[src/hdl/slab_object_allocator_assert.svh]
// Assertion macros for the slab allocator, included by its top-level source.
// Both macros sample on clk_i and are disabled while rst_ni is low.
`ifndef SLAB_OBJECT_ALLOCATOR_ASSERT_SVH
`define SLAB_OBJECT_ALLOCATOR_ASSERT_SVH

// Checks that a condition holds at every clock edge.
`define SOA_ASSERT_ALWAYS(lbl, expr) \
  lbl: assert property (@(posedge clk_i) disable iff (!rst_ni) (expr)) \
    else $error("slab allocator check failed");

// Checks that a trigger is followed by a consequence in the next cycle.
`define SOA_ASSERT_NEXT(lbl, trig, cons) \
  lbl: assert property (@(posedge clk_i) disable iff (!rst_ni) (trig) |=> (cons)) \
    else $error("slab allocator sequence check failed");

`endif

[src/hdl/soa_pkg.sv]
package soa_pkg;

  localparam int unsigned MaxSlabs    = 16;
  localparam int unsigned SlabBytes   = 32768;
  localparam int unsigned HeaderBytes = 48;
  localparam int unsigned MaxObjects  = 2048;
  localparam int unsigned AlignBytes  = 16;
  localparam int unsigned MinObject   = 16;

  localparam int unsigned AddrW  = 19;
  localparam int unsigned SizeW  = 15;
  localparam int unsigned SlabW  = $clog2(MaxSlabs);
  localparam int unsigned SlabCw = SlabW + 1;
  localparam int unsigned ObjW   = $clog2(MaxObjects);
  localparam int unsigned ObjCw  = ObjW + 1;
  localparam int unsigned OffW   = $clog2(SlabBytes);
  localparam int unsigned SlotW  = SlabW + ObjW;
  localparam int unsigned AlignSh = $clog2(AlignBytes);
  // Effective size reaches SIZE_MAX rounded up, which needs one bit more.
  localparam int unsigned EffW   = SizeW + 1;
  localparam int unsigned UnitW  = EffW - AlignSh;
  localparam int unsigned DivW   = OffW;

  localparam logic [DivW-1:0]   PerSlabNum = DivW'(SlabBytes - HeaderBytes);
  localparam logic [SlabCw-1:0] NoSlab     = SlabCw'(MaxSlabs);
  localparam logic [ObjCw-1:0]  NoObject   = ObjCw'(MaxObjects);

  localparam logic ModeAlloc = 1'b0;
  localparam logic ModeFree  = 1'b1;

  typedef enum logic [1:0] {
    STAT_OK      = 2'd0,
    STAT_NO_SLAB = 2'd1,
    STAT_FOREIGN = 2'd2,
    STAT_DOUBLE  = 2'd3
  } status_e;

  typedef struct packed {
    logic            done;
    logic [DivW-1:0] quot;
    logic [EffW-1:0] rem;
  } div_res_t;

  typedef struct packed {
    logic             link_we;
    logic             taken_we;
    logic [SlotW-1:0] waddr;
    logic [ObjCw-1:0] link_wdata;
    logic             taken_wdata;
    logic [SlotW-1:0] raddr;
  } store_req_t;

endpackage

[src/hdl/soa_divider.sv]
module soa_divider import soa_pkg::*; (
  input  logic            clk_i,
  input  logic            rst_ni,
  input  logic            start_i,
  input  logic [DivW-1:0] dividend_i,
  input  logic [EffW-1:0] divisor_i,
  output div_res_t        res_o
);

  localparam int unsigned CntW = $clog2(DivW);

  logic [DivW-1:0] quot_q;
  logic [EffW-1:0] rem_q;
  logic [CntW-1:0] cnt_q;
  logic            busy_q, done_q;
  logic [EffW:0]   shifted, diff;
  logic            fits;

  // Restoring division: one quotient bit per cycle, dividend shifted in from the top.
  assign shifted = {rem_q, quot_q[DivW-1]};
  assign diff    = shifted - {1'b0, divisor_i};
  assign fits    = shifted >= {1'b0, divisor_i};

  always_ff @(posedge clk_i or negedge rst_ni) begin
    if (!rst_ni) begin
      busy_q <= 1'b0;
      done_q <= 1'b0;
      cnt_q  <= '0;
    end else if (start_i) begin
      busy_q <= 1'b1;
      done_q <= 1'b0;
      cnt_q  <= CntW'(DivW - 1);
    end else if (busy_q) begin
      if (cnt_q == '0) begin
        busy_q <= 1'b0;
        done_q <= 1'b1;
      end else begin
        cnt_q <= cnt_q - 1'b1;
      end
    end else begin
      done_q <= 1'b0;
    end
  end

  always_ff @(posedge clk_i) begin
    if (start_i) begin
      quot_q <= dividend_i;
      rem_q  <= '0;
    end else if (busy_q) begin
      quot_q <= {quot_q[DivW-2:0], fits};
      rem_q  <= fits ? diff[EffW-1:0] : shifted[EffW-1:0];
    end
  end

  assign res_o.done = done_q;
  assign res_o.quot = quot_q;
  assign res_o.rem  = rem_q;

endmodule

[config.mk]
export PLATFORM = sky130hd
export DESIGN_NAME = soa_divider
export DESIGN_NICKNAME = d
export VERILOG_FILES = /design/src/hdl/slab_object_allocator_assert.svh /design/src/hdl/soa_pkg.sv /design/src/hdl/soa_divider.sv
export SDC_FILE = /design/constraint.sdc
export NUM_CORES = 1
export LEC_CHECK = 0
export BUFFER_PORTS_ARGS = -buffer_cell sky130_fd_sc_hd__buf_4
export CAP_MARGIN = 0
export CORE_ASPECT_RATIO = 1.4
export CORE_MARGIN = 2
export CORE_UTILIZATION = 55
export CTS_CLUSTER_SIZE = 8
export DETAILED_ROUTE_END_ITERATION = 7
export PLACE_DENSITY = 0.82
export SYNTH_ARGS = -nofsm -noshare
export SYNTH_HDL_FRONTEND = slang
export SYNTH_SLANG_ARGS = --single-unit
[constraint.sdc]
create_clock -name clk_i -period 4.7 [get_ports clk_i]
set_input_delay 0.47 -clock clk_i [delete_from_list [all_inputs] [get_ports clk_i]]
set_output_delay 0.47 -clock clk_i [all_outputs]
set_load 0.1 [all_outputs]
## Word level (Yosys, flattened, before mapping)

Cells that the tools add are included.

- Magnitude comparators: 1
- Reductions and logical operators: 3
- $add $sub $neg: 2
- Equal/unequal tests: 2
- Multiplexer cells: 12

Operators with widths:

| cell | count |
|---|---|
| $mux 15 | 2 |
| $ge 17x16->1 | 1 |
| $mux 16 | 1 |
| $sub 16x16->16 | 1 |
| $mux 4 | 3 |
| $mux 1 | 6 |
| $logic_not 4->1 | 1 |
| $sub 4x1->4 const B | 1 |
| $ne 3x2->1 const B | 1 |
| $ne 2x2->1 const B | 1 |
| $reduce_and 2->1 | 1 |
| $reduce_bool 2->1 | 1 |

- Bits in registers: 37
- Output and inout bits: 32
- Input port bits: 34

## Logic depth before layout (Yosys ltp)

Gate-level depths: netlist of the first run.

- Word-level depth: 4
- Depth in mapped cells: 10

## Worst setup path after synthesis of the first run

Ideal clock, no wire load.

- Path kind: reg-to-reg
- Start: register rem_q[3]
- End: register quot_q[0], data pin
- Cell stages (with the launch flop): 8
- Slack: 1.889 ns
- Data arrival time: 2.551 ns
- Period minus slack after synthesis: 2.811 ns
- Data required time: 4.440 ns
- Buffers on the path: 0
- Cell sequence: dfxtp_1 ha_1 a21o_2 a31oi_2 a211oi_2 o21ai_2 nand2_1 mux2_2

- Cells in the longest elaborated chain, start to end: 3

RTL lines:

| what | RTL line | text |
|---|---|---|
| from (decl) | soa_divider.sv:13 | `logic [EffW-1:0] rem_q;` |
| from (signal assigned) | soa_divider.sv:51 | `rem_q <= fits ? diff[EffW-1:0] : shifted[EffW-1:0];` |
| $ge 17x16->1 | soa_divider.sv:22 | `assign fits = shifted >= {1'b0, divisor_i};` |
| $mux 15 | soa_divider.sv:49 | `end else if (busy_q) begin` |
| $mux 15 | soa_divider.sv:46 | `if (start_i) begin` |
| to (signal assigned) | soa_divider.sv:47 | `quot_q <= dividend_i;` |
| to (signal assigned) | soa_divider.sv:50 | `quot_q <= {quot_q[DivW-2:0], fits};` |
| to (decl) | soa_divider.sv:12 | `logic [DivW-1:0] quot_q;` |

Every way passes these cells. The select of a mux whose other input is x is not followed.
A chain may end at the register's enable or synchronous reset.

## Worst setup path after layout of the first run

- Start: register rem_q[11]
- End: register quot_q[0], data pin

The elaborated chain is that of the path after synthesis.

==> results of run 1 <==
cell usage in the layout (no fill, tap or decap), types with 6 or more instances in the layout:
cell type / Yosys / routed
buf_4: 2 / 65
nand2_1: 16 / 16
inv_1: 21 / 21
dfxtp_1: 16 / 16
xnor2_1: 6 / 6
nand3_1: 9 / 9
a21oi_1: 11 / 11
dfrtp_1: 6 / 6
edfxtp_1: 15 / 15
xor2_1: 6 / 6
mux2_2: 15 / 15
a311oi_1: 8 / 8
nor2_1: 28 / 28
ha_1: 17 / 17
o21ai_0: 8 / 8
a31oi_1: 7 / 7
cells in the mapped netlist, drive strengths merged, types with 3 or more instances:
cell type	n
nor2	28
a211o	3
clkbuf	6
inv	21
and2	4
xnor2	6
buf	6
a211oi	5
edfxtp	15
nand4	5
dfrtp	6
nand3	9
a311oi	8
a31oi	8
a21o	5
a21oi	11
xor2	6
ha	17
nand2	16
nor3	5
mux2	15
o21a	5
o21ai	14
nand2b	4
dfxtp	16
worst min-delay path by stage:
stage	cells after the start	slack (ns)	to	start
after floorplan	0	0.17	busy_q$_DFF_PN0_	rst_ni
after global placement	1	0.28	cnt_q[0]$_DFFE_PN0P_	rst_ni
after detailed placement	1	0.28	cnt_q[0]$_DFFE_PN0P_	rst_ni
after CTS	2	0.48	quot_q[8]$_DFFE_PP_	dividend_i[8]
after global routing	2	0.48	quot_q[5]$_DFFE_PP_	dividend_i[5]
final	2	0.48	quot_q[2]$_DFFE_PP_	dividend_i[2]
cells by family after synthesis:
kind of cell    after synthesis  synth area share
flops                        37            0.3503
fa+ha+maj                    18           0.08853
mux                          16           0.06806
simple gates                 85            0.1580
buf+inv                      34           0.07996
compound gates               78            0.2151
xor+xnor                     12           0.03998
layout make-up:
class / count / area [um^2] / area share
Multi-Input combinational cell: 209 / 1498 / 0.4709
Sequential cell: 37 / 920.9 / 0.2895
Timing Repair Buffer: 66 / 498.0 / 0.1566
Inverter: 21 / 78.83 / 0.02478
Tap cell: 62 / 77.57 / 0.02439
Clock buffer: 6 / 72.57 / 0.02282
Clock inverter: 2 / 35.03 / 0.01101
power by group through the flow:
| stage | sequential, W | clock, W | combinational, W |
|---|---|---|---|
| after floorplan | 0.000983 | 0 | 0.000545 |
| after global placement | 0.000498 | 0 | 0.00126 |
| after detailed placement | 0.000500 | 0 | 0.00127 |
| after CTS | 0.000494 | 0.000274 | 0.00128 |
| after global routing | 0.000503 | 0.000289 | 0.00136 |
| final | 0.000494 | 0.000273 | 0.00128 |
stage by stage:
stage	instance area, um^2	instances	utilization	hold slack [ns]	total power [W]
final	3181	403	0.6957	0.4795	0.002048
after CTS	3181	403	0.6957	0.4772	0.002043
after floorplan	2629	280	-	0.1744	0.001528
after global routing	3181	403	0.6957	0.4751	0.002152
after detailed placement	3063	394	0.6700	0.2804	0.001766
after global placement	3063	394	0.6700	0.2811	0.001756
state kept, by name (all words and copies together) (netlist names):
signal / flops
done_q: 1
rem_q: 16
quot_q: 15
busy_q: 1
cnt_q: 4
routing by layer:
metal	GRT usage	up-vias	part of all wire
li1	-	1165	-
met1	0.2807	1108	0.41
met2	0.4272	74	0.52
met3	0.04724	12	0.049
met4	0.07677	0	0.020
met5	0	-	0
worst reg2reg max path: cells and delay by family, from the launching register on:
family | cells | cell delay (ns)
fa+ha+maj | 1 | 0.34
simple gates | 1 | 0.24
flops | 1 | 0.44
mux | 1 | 0.31
compound gates | 4 | 1.13
==> summary by stage, run 1 <==
Run status
The run finished with clean final reports.

STA
The achievable frequency is 0.3709 GHz. The worst relative slew slack is 0.4477. The total count of max-transition violations in the final report is 0. Across the routed clock network, the largest skew measured is about 0.0034 ns. Across all setup checks in the final design, the least slack found is 2.004 ns. For the finished layout, the period the worst path requires is 2.696 ns. The final total negative setup slack is 0 ns. The final count of negative-setup-slack endpoints is 0.

Setup repair after global routing left no endpoint under its margin. At the pin with the least slew margin, the transition time is 0.8284 ns. The share of the clock period used by the worst path is 0.5737. The total count of hold-check failures in the final report came to 0.

Critical path
The top cell family by delay on the critical path is compound AO/OA/AOI/OAI gates. For the worst setup path, the data required time is 4.74 ns. The beginning of the critical path is rem_q[11]$_SDFFE_PP0P_. The kind of start point of the critical path is a flip-flop. STA classifies the critical path endpoint as a flip-flop. The critical path in this run is classified as reg -> reg. The critical path runs through a total of 7 cells. The worst flop-to-flop path startpoint is rem_q[11]$_SDFFE_PP0P_. The reg2reg setup slack is 2.00 ns. The highest net fanout along the worst path is 13. The timing endpoint of the critical path is quot_q[0]$_DFFE_PP_. The data arrival at the endpoint of the critical path is about 2.7 ns. The cell at the slowest stage of the critical path is o21ai_2. The number of buffers and inverters on the critical path is 0. The largest incremental delay on the critical path is 0.47 ns. Walking the worst path, the cells encountered are ha_1 -> a21o_1 -> a31oi_1 -> o21ai_0 -> o21ai_2 -> nand2_1 -> mux2_2. The length in cells of the worst reg-to-reg path is 7. In this run the critical register-to-register path is captured at quot_q[0]$_DFFE_PP_.

Power and ir drop
Of the total power, the share spent switching nets is 0.5404. Of the total power, registers draw 0.241. The worst-case IR drop observed on VDD is 0.4547 mV. Of the total power, the clock network draws 0.133. The internal power is between 0.0009 and 0.001 W. The share of total power dissipated in combinational logic is 0.625. Dividing total power by cell area gives a power density of ~640 mW/mm^2. The leakage power is approximately 1.4 nW. The reported net switching power is 0.001107 W.

Floorplanning
The count of pins on the block boundary is 66. The die covers 0.005356 mm^2. The placeable core region is 0.004572 mm^2. The overall die width is 62.43 um. The die outline height is 85.80 um.

After floorplanning, the core was divided into 29 placement rows. For this configuration, the core starts out at a cell density of 0.5750.

Route
The via-per-instance ratio is 5.854. The number of DRC markers in iteration 0 is between 90 and 100. The total wire length is 6.349 mm. The routed length per placed instance is 15.75 um.

The first TritonRoute pass finished after 4 iterations. The residual DRC count is 0. The count of nets left with antenna violations after detail routing is 0.

The routed layout has between 2000 and 2500 vias.

Worst hold path
The worst hold path belongs to the class in -> reg.

CTS
The clock root buffer master is clkbuf_8. The CTS tree is built. The TritonCTS buffer count is 5. Clock-pin slew was measured on the worst setup and hold paths at 0.07 ns.

The post-cts gate resize count is 0. The number of buffers inserted by hold repair at cts is 1. The clock reaches the later pin of the worst-skew pair after 0.29 ns. The post-CTS setup repair buffer count is 0.

The number of buffers on the longest clock path is 2. The tree built by TritonCTS fans out to 37 sinks. The H-tree was split into 2 levels.

Placement
Detailed placement ended at an HPWL of between 4 and 5 mm. The number of buffers inserted by port buffering is 65. The pre-CTS setup slack is approximately 1.9 ns. Routability-driven placement finished with a final weighted congestion of 0.8702.

Layout
Compared with the post-synthesis result, the final layout area differs by 20.99%. 0 antenna diodes ended up in the layout. The net total in the final layout is approximately 400. The ratio of cells with drive above 1 in the final layout is 0.2845.

The filler cells instantiated in the layout total about 400.

Run
The number of violations of the max-capacitance limit is 0.

Synth
The average size of a mapped cell is 9.388 um^2. In this run, synthesis inferred 15 flip-flops with an integrated enable. The post-synthesis async set-or-reset flop share is 0.1622. Synthesis produced a netlist with a net count of 332. The part of the Yosys area used for sequential elements is 0.3503. Of the post-synthesis cell area, the dominant cell type holds 0.1713.

The number of synthesized register bits is 37. In this run the cell area of the synthesized design comes to 0.002629 mm^2. For this run, the leading register cell type out of synthesis is dfxtp_1. The synthesized netlist contains 63 unique library cells.

By area the synthesized netlist is led by edfxtp_1 (17%), dfxtp_1 (12%), ha_1 (8.1%). The number of instances in the synthesized netlist is 280. For this run, the number of Yosys warnings is 0. The dominant cell type by area after synthesis is edfxtp_1.

Global routing
The first global-routing pass estimated 10.21 mm of wire. The global-route usage over all layers is 0.2364. The initial antenna violation count was 0. The number of global-route vias before repair is approximately 2300.

The global-route congestion overflow total is 0. Entering global routing, the biggest net connects 34 pins.
(Power assumes the default switching activity.)
==> inputs of run 2 (changes only) <==
--- a/config.mk
+++ b/config.mk
@@ -5,6 +5,7 @@
 export SDC_FILE = /design/constraint.sdc
 export NUM_CORES = 1
 export LEC_CHECK = 0
+export ABC_AREA = 1
 export BUFFER_PORTS_ARGS = -buffer_cell sky130_fd_sc_hd__buf_4
 export CAP_MARGIN = 0
 export CORE_ASPECT_RATIO = 1.4
@@ -12,7 +13,7 @@
 export CORE_UTILIZATION = 55
 export CTS_CLUSTER_SIZE = 8
 export DETAILED_ROUTE_END_ITERATION = 7
-export PLACE_DENSITY = 0.82
+export PLACE_DENSITY = 0.81
 export SYNTH_ARGS = -nofsm -noshare
 export SYNTH_HDL_FRONTEND = slang
 export SYNTH_SLANG_ARGS = --single-unit
==> constraint.sdc (replaced) <==
create_clock -name clk_i -period 2.8 [get_ports clk_i]
set_input_delay 0.28 -clock clk_i [delete_from_list [all_inputs] [get_ports clk_i]]
set_output_delay 0.28 -clock clk_i [all_outputs]
set_load 0.1 [all_outputs]
==> run 2 against run 1 <==
- routed wire length rose by 8.2%
- core utilization fell by 0.80 points
- sequential cell count did not move
- worst hold slack got worse by 0.21 ns
- setup slack got worse by 1.3 ns
- critical path type unchanged
- critical endpoint is now rem_q[10]$_SDFFE_PP0P_
- largest cell class unchanged
==> summary by stage, run 2 <==
Route
The total wire length came to 6.872 mm (+8.2%). The routed length per placed instance is 12.10 um (-23%). The via-per-instance ratio is 5.019 (-14%). The number of detailed-route iterations in the first pass is 4 (unchanged).

The number of DRC markers in iteration 0 is 149 (+59%). The total vias in the final route is 2851 (+21%). The residual DRC count was 0 (unchanged).

The count of nets left with antenna violations after detail routing was 0 (unchanged).

Placement
The last weighted congestion value of the routability-driven placer is 0.9417 (+8.2%). The HPWL reported at the end of detailed placement is 5.376 mm (+15%). The pre-CTS setup slack came to 0.6306 ns (-1.227 ns).

The number of buffers inserted by port buffering is 65 (unchanged). The placed cell area was 0.003391 mm^2 (+11%).

Global routing
The global-route usage over all layers is 0.2471 (+0.01065). The wire length of the first global-routing pass is 11.34 mm (+11%). The global-route congestion overflow total is 0 (unchanged).

The initial antenna violation count is 0 (unchanged). The number of global-route vias before repair is 2685 (+19%). The maximum number of pins on one net before global-route repair was 22 (-35%).

Critical path
The critical path is of the reg -> reg type. The endpoint required time on the critical path came to 3.03 ns (-1.71 ns). The worst setup path is captured at a flip-flop. The data arrival at the endpoint of the critical path came to 2.35 ns (-0.39 ns). The kind of start point of the critical path is a flip-flop. The highest net fanout along the worst path was 18 (+5).

Floorplanning
The placeable core region is 0.005120 mm^2 (+12%). The count of pins on the block boundary is 66 (unchanged). The overall die area is 0.005821 mm^2 (+8.7%).

The starting density of the core came to 0.5606 (-0.01438). The overall die width is 65.06 um (+4.2%). The total number of placement rows is 31 (+6.9%). The die outline height is 89.48 um (+4.3%).

Layout
The area used by multi-input combinational logic was 0.001577 mm^2 (+5.3%). The ratio of cells with drive above 1 in the final layout came to 0.1932 (-0.09123). The most common cell after layout, fill and taps aside is nand2_1. The net total in the final layout is 553 (+41%). The library cells used most frequently in the layout, excluding fill and tap cells, are nand2_1 (162), inv_1 (81), buf_4 (67). The total inserted antenna cells is 0 (unchanged). The number of flip-flops in the largest register was 16 (unchanged). The register with the highest flop count is rem_q.

The register area came to 920.9 um^2 (unchanged). The post-route cell area is 0.003521 mm^2 (+11%). The largest registers in the layout are rem_q x16, quot_q x15, cnt_q x4. The area growth from synthesis to layout is 22.67%. The number of filler cells placed in the layout was 501 (+26%).

STA
The total count of max-transition violations in the final report is 0 (unchanged). The transition time at the pin with the least slew margin was 0.7057 ns (-0.1227 ns). Setup repair after global routing left no endpoint under its margin. The total count of hold-check failures in the final report is 0 (unchanged). The achievable frequency is 0.4712 GHz (+27%). The final count of negative-setup-slack endpoints is 0 (unchanged). The post-layout minimum cycle time is 2.122 ns (-0.5740 ns). The share of the clock period used by the worst path is 0.7580 (+0.1843). The final setup skew was 0.009607 ns (+0.006230 ns). The worst relative slew slack is 0.5290 (+0.08126). The final total negative setup slack is 0 ns (unchanged). The final worst setup slack is 0.6777 ns (-1.326 ns).

CTS
The TritonCTS buffer count came to 5 (unchanged). The number of buffers on the longest clock path is 2 (unchanged). The clock-pin transition on the worst setup and hold timing paths was 0.08 ns (about the same). The clock root buffer master is clkbuf_8.

The CTS tree is built. The post-cts gate resize count is 0 (unchanged). The insertion delay of the later-clocked pin in the worst-skew pair was 0.29 ns (about the same).

The sink count of the clock tree was 37 (unchanged). The level count of the clock H-tree is 2 (unchanged).

Synth
The flip-flop cell with the highest count after synthesis is dfxtp_1. The part of the Yosys area used for sequential elements is 0.3208 (-0.02947). The average size of a mapped cell was 6.598 um^2 (-30%). In the post-synthesis netlist, the biggest area contributors are nand2_1 (21%), edfxtp_1 (16%), dfxtp_1 (11%). The dominant cell type by area after synthesis is nand2_1.

The number of instances in the synthesized netlist came to 435 (+55%). The number of enable-type register cells in the synthesized netlist is 15 (unchanged). The number of distinct standard cells referenced by the synthesized netlist came to 36 (-43%).

The commonest cells after synthesis are nand2_1 (162), inv_1 (81), nand3_1 (46), nor2_1 (23), ha_1 (17). The share of the synthesized area in the top cell type is 0.2119 (+0.04051). The total of warnings raised by yosys came to 0 (unchanged). The synthesized area is 0.002870 mm^2 (+9.2%). The number of synthesized register bits is 37 (unchanged). The synthesized netlist net count is 487 (+47%).

nand2_1 is the most common cell in the netlist. The post-synthesis async set-or-reset flop share is 0.1622 (unchanged).

Worst hold path
The worst hold path belongs to the class in -> reg.

Run status
The flow ran to the end, and the final reports show no timing, DRC or antenna violations.

Power and ir drop
The worst supply voltage drop on vdd is 0.6053 mV (+33%). The leakage power is 1.992 nW (+39%). The total power divided by cell area is 985.1 mW/mm^2 (+53%).

Run
The number of violations of the max-capacitance limit was 0 (unchanged).
==> run 2: changes by cell type after synthesis, moves of 5 or more <==
cell | previous run | this run
nand2_1 | 16 | 162
inv_1 | 21 | 81
nand3_1 | 9 | 46
mux2_2 | 15 | 0
a311oi_1 | 8 | 0
a31oi_1 | 7 | 1
nand2_2 | 0 | 6
nand3_2 | 0 | 6
clkbuf_8 | 5 | 0
nor2_1 | 28 | 23
o21ai_1 | 5 | 0
xor2_1 | 6 | 1
==> run 2: kinds of logic after synthesis <==
family	Yosys count	synth area share
simple gates	264	0.4132
buf+inv	91	0.1299
flops	37	0.3208
compound gates	19	0.03662
fa+ha+maj	18	0.08108
xor+xnor	6	0.01831
==> run 2: cell type report <==
| class | count | area share |
|---|---|---|
| timing repair buffer | 68 | 0.1457 |
| clock inverter | 2 | 0.01066 |
| multi-input combinational | 307 | 0.4478 |
| sequential | 37 | 0.2615 |
| inverter | 82 | 0.08742 |
| tap | 66 | 0.02345 |
| clock buffer | 6 | 0.02345 |
==> run 2: stage by stage <==
stage	instances	total power, W	hold slack [ns]	utilization
after global placement	559	0.002964	0.08881	0.6623
final	568	0.003468	0.2680	0.6877
after floorplan	435	0.002585	-0.01559	-
after CTS	568	0.003486	0.2651	0.6877
after global routing	568	0.003720	0.2654	0.6877
after detailed placement	559	0.002991	0.09213	0.6623
==> run 2: where the power goes <==
group / total (W) / internal (W) / switching, W
registers: 0.000772 / 0.000680 / 0.0000915
clock network: 0.000483 / 0.000290 / 0.000193
logic: 0.00221 / 0.000614 / 0.00160
total: 0.00347 / 0.00158 / 0.00188
==> run 2: critical path, stage by stage (launching register included) <==
cell     delay (ns)
dfxtp_1        0.35
ha_1           0.35
nand2_1        0.10
nand2_1        0.06
inv_1          0.07
nand2_1        0.06
nand2_1        0.06
nand2_1        0.08
nor2_4         0.41
nand2_4        0.24
nand2_1        0.13
nand3_1        0.08
nand2_1        0.07
==> run 2: repair_timing <==
action	in CTS	in global routing
setup buffers	0	0
hold endpoints to repair	6	0
hold buffers	1	0
==> run 2: routing by layer <==
metal	GRT usage	up-vias	part of all wire
met5	0	-	0
met4	0.1004	0	0.022
li1	-	1472	-
met1	0.2668	1288	0.41
met2	0.4733	77	0.52
met3	0.04408	14	0.051
==> run 2: worst paths after layout <==
kind	startpoint	endpoint	slack (ns)	cells past startpoint
worst max-delay path	rem_q[11]$_SDFFE_PP0P_	rem_q[10]$_SDFFE_PP0P_	0.68	12
worst min-delay path	dividend_i[1]	quot_q[1]$_DFFE_PP_	0.27	3
worst max register to register	rem_q[11]$_SDFFE_PP0P_	rem_q[10]$_SDFFE_PP0P_	0.68	12
worst min register to register	rem_q[15]$_SDFFE_PP0P_	rem_q[15]$_SDFFE_PP0P_	0.48	2
max in group asynchronous	rst_ni	busy_q$_DFF_PN0_	2.35	2
min in group asynchronous	rst_ni	cnt_q[1]$_DFFE_PN0P_	0.33	2
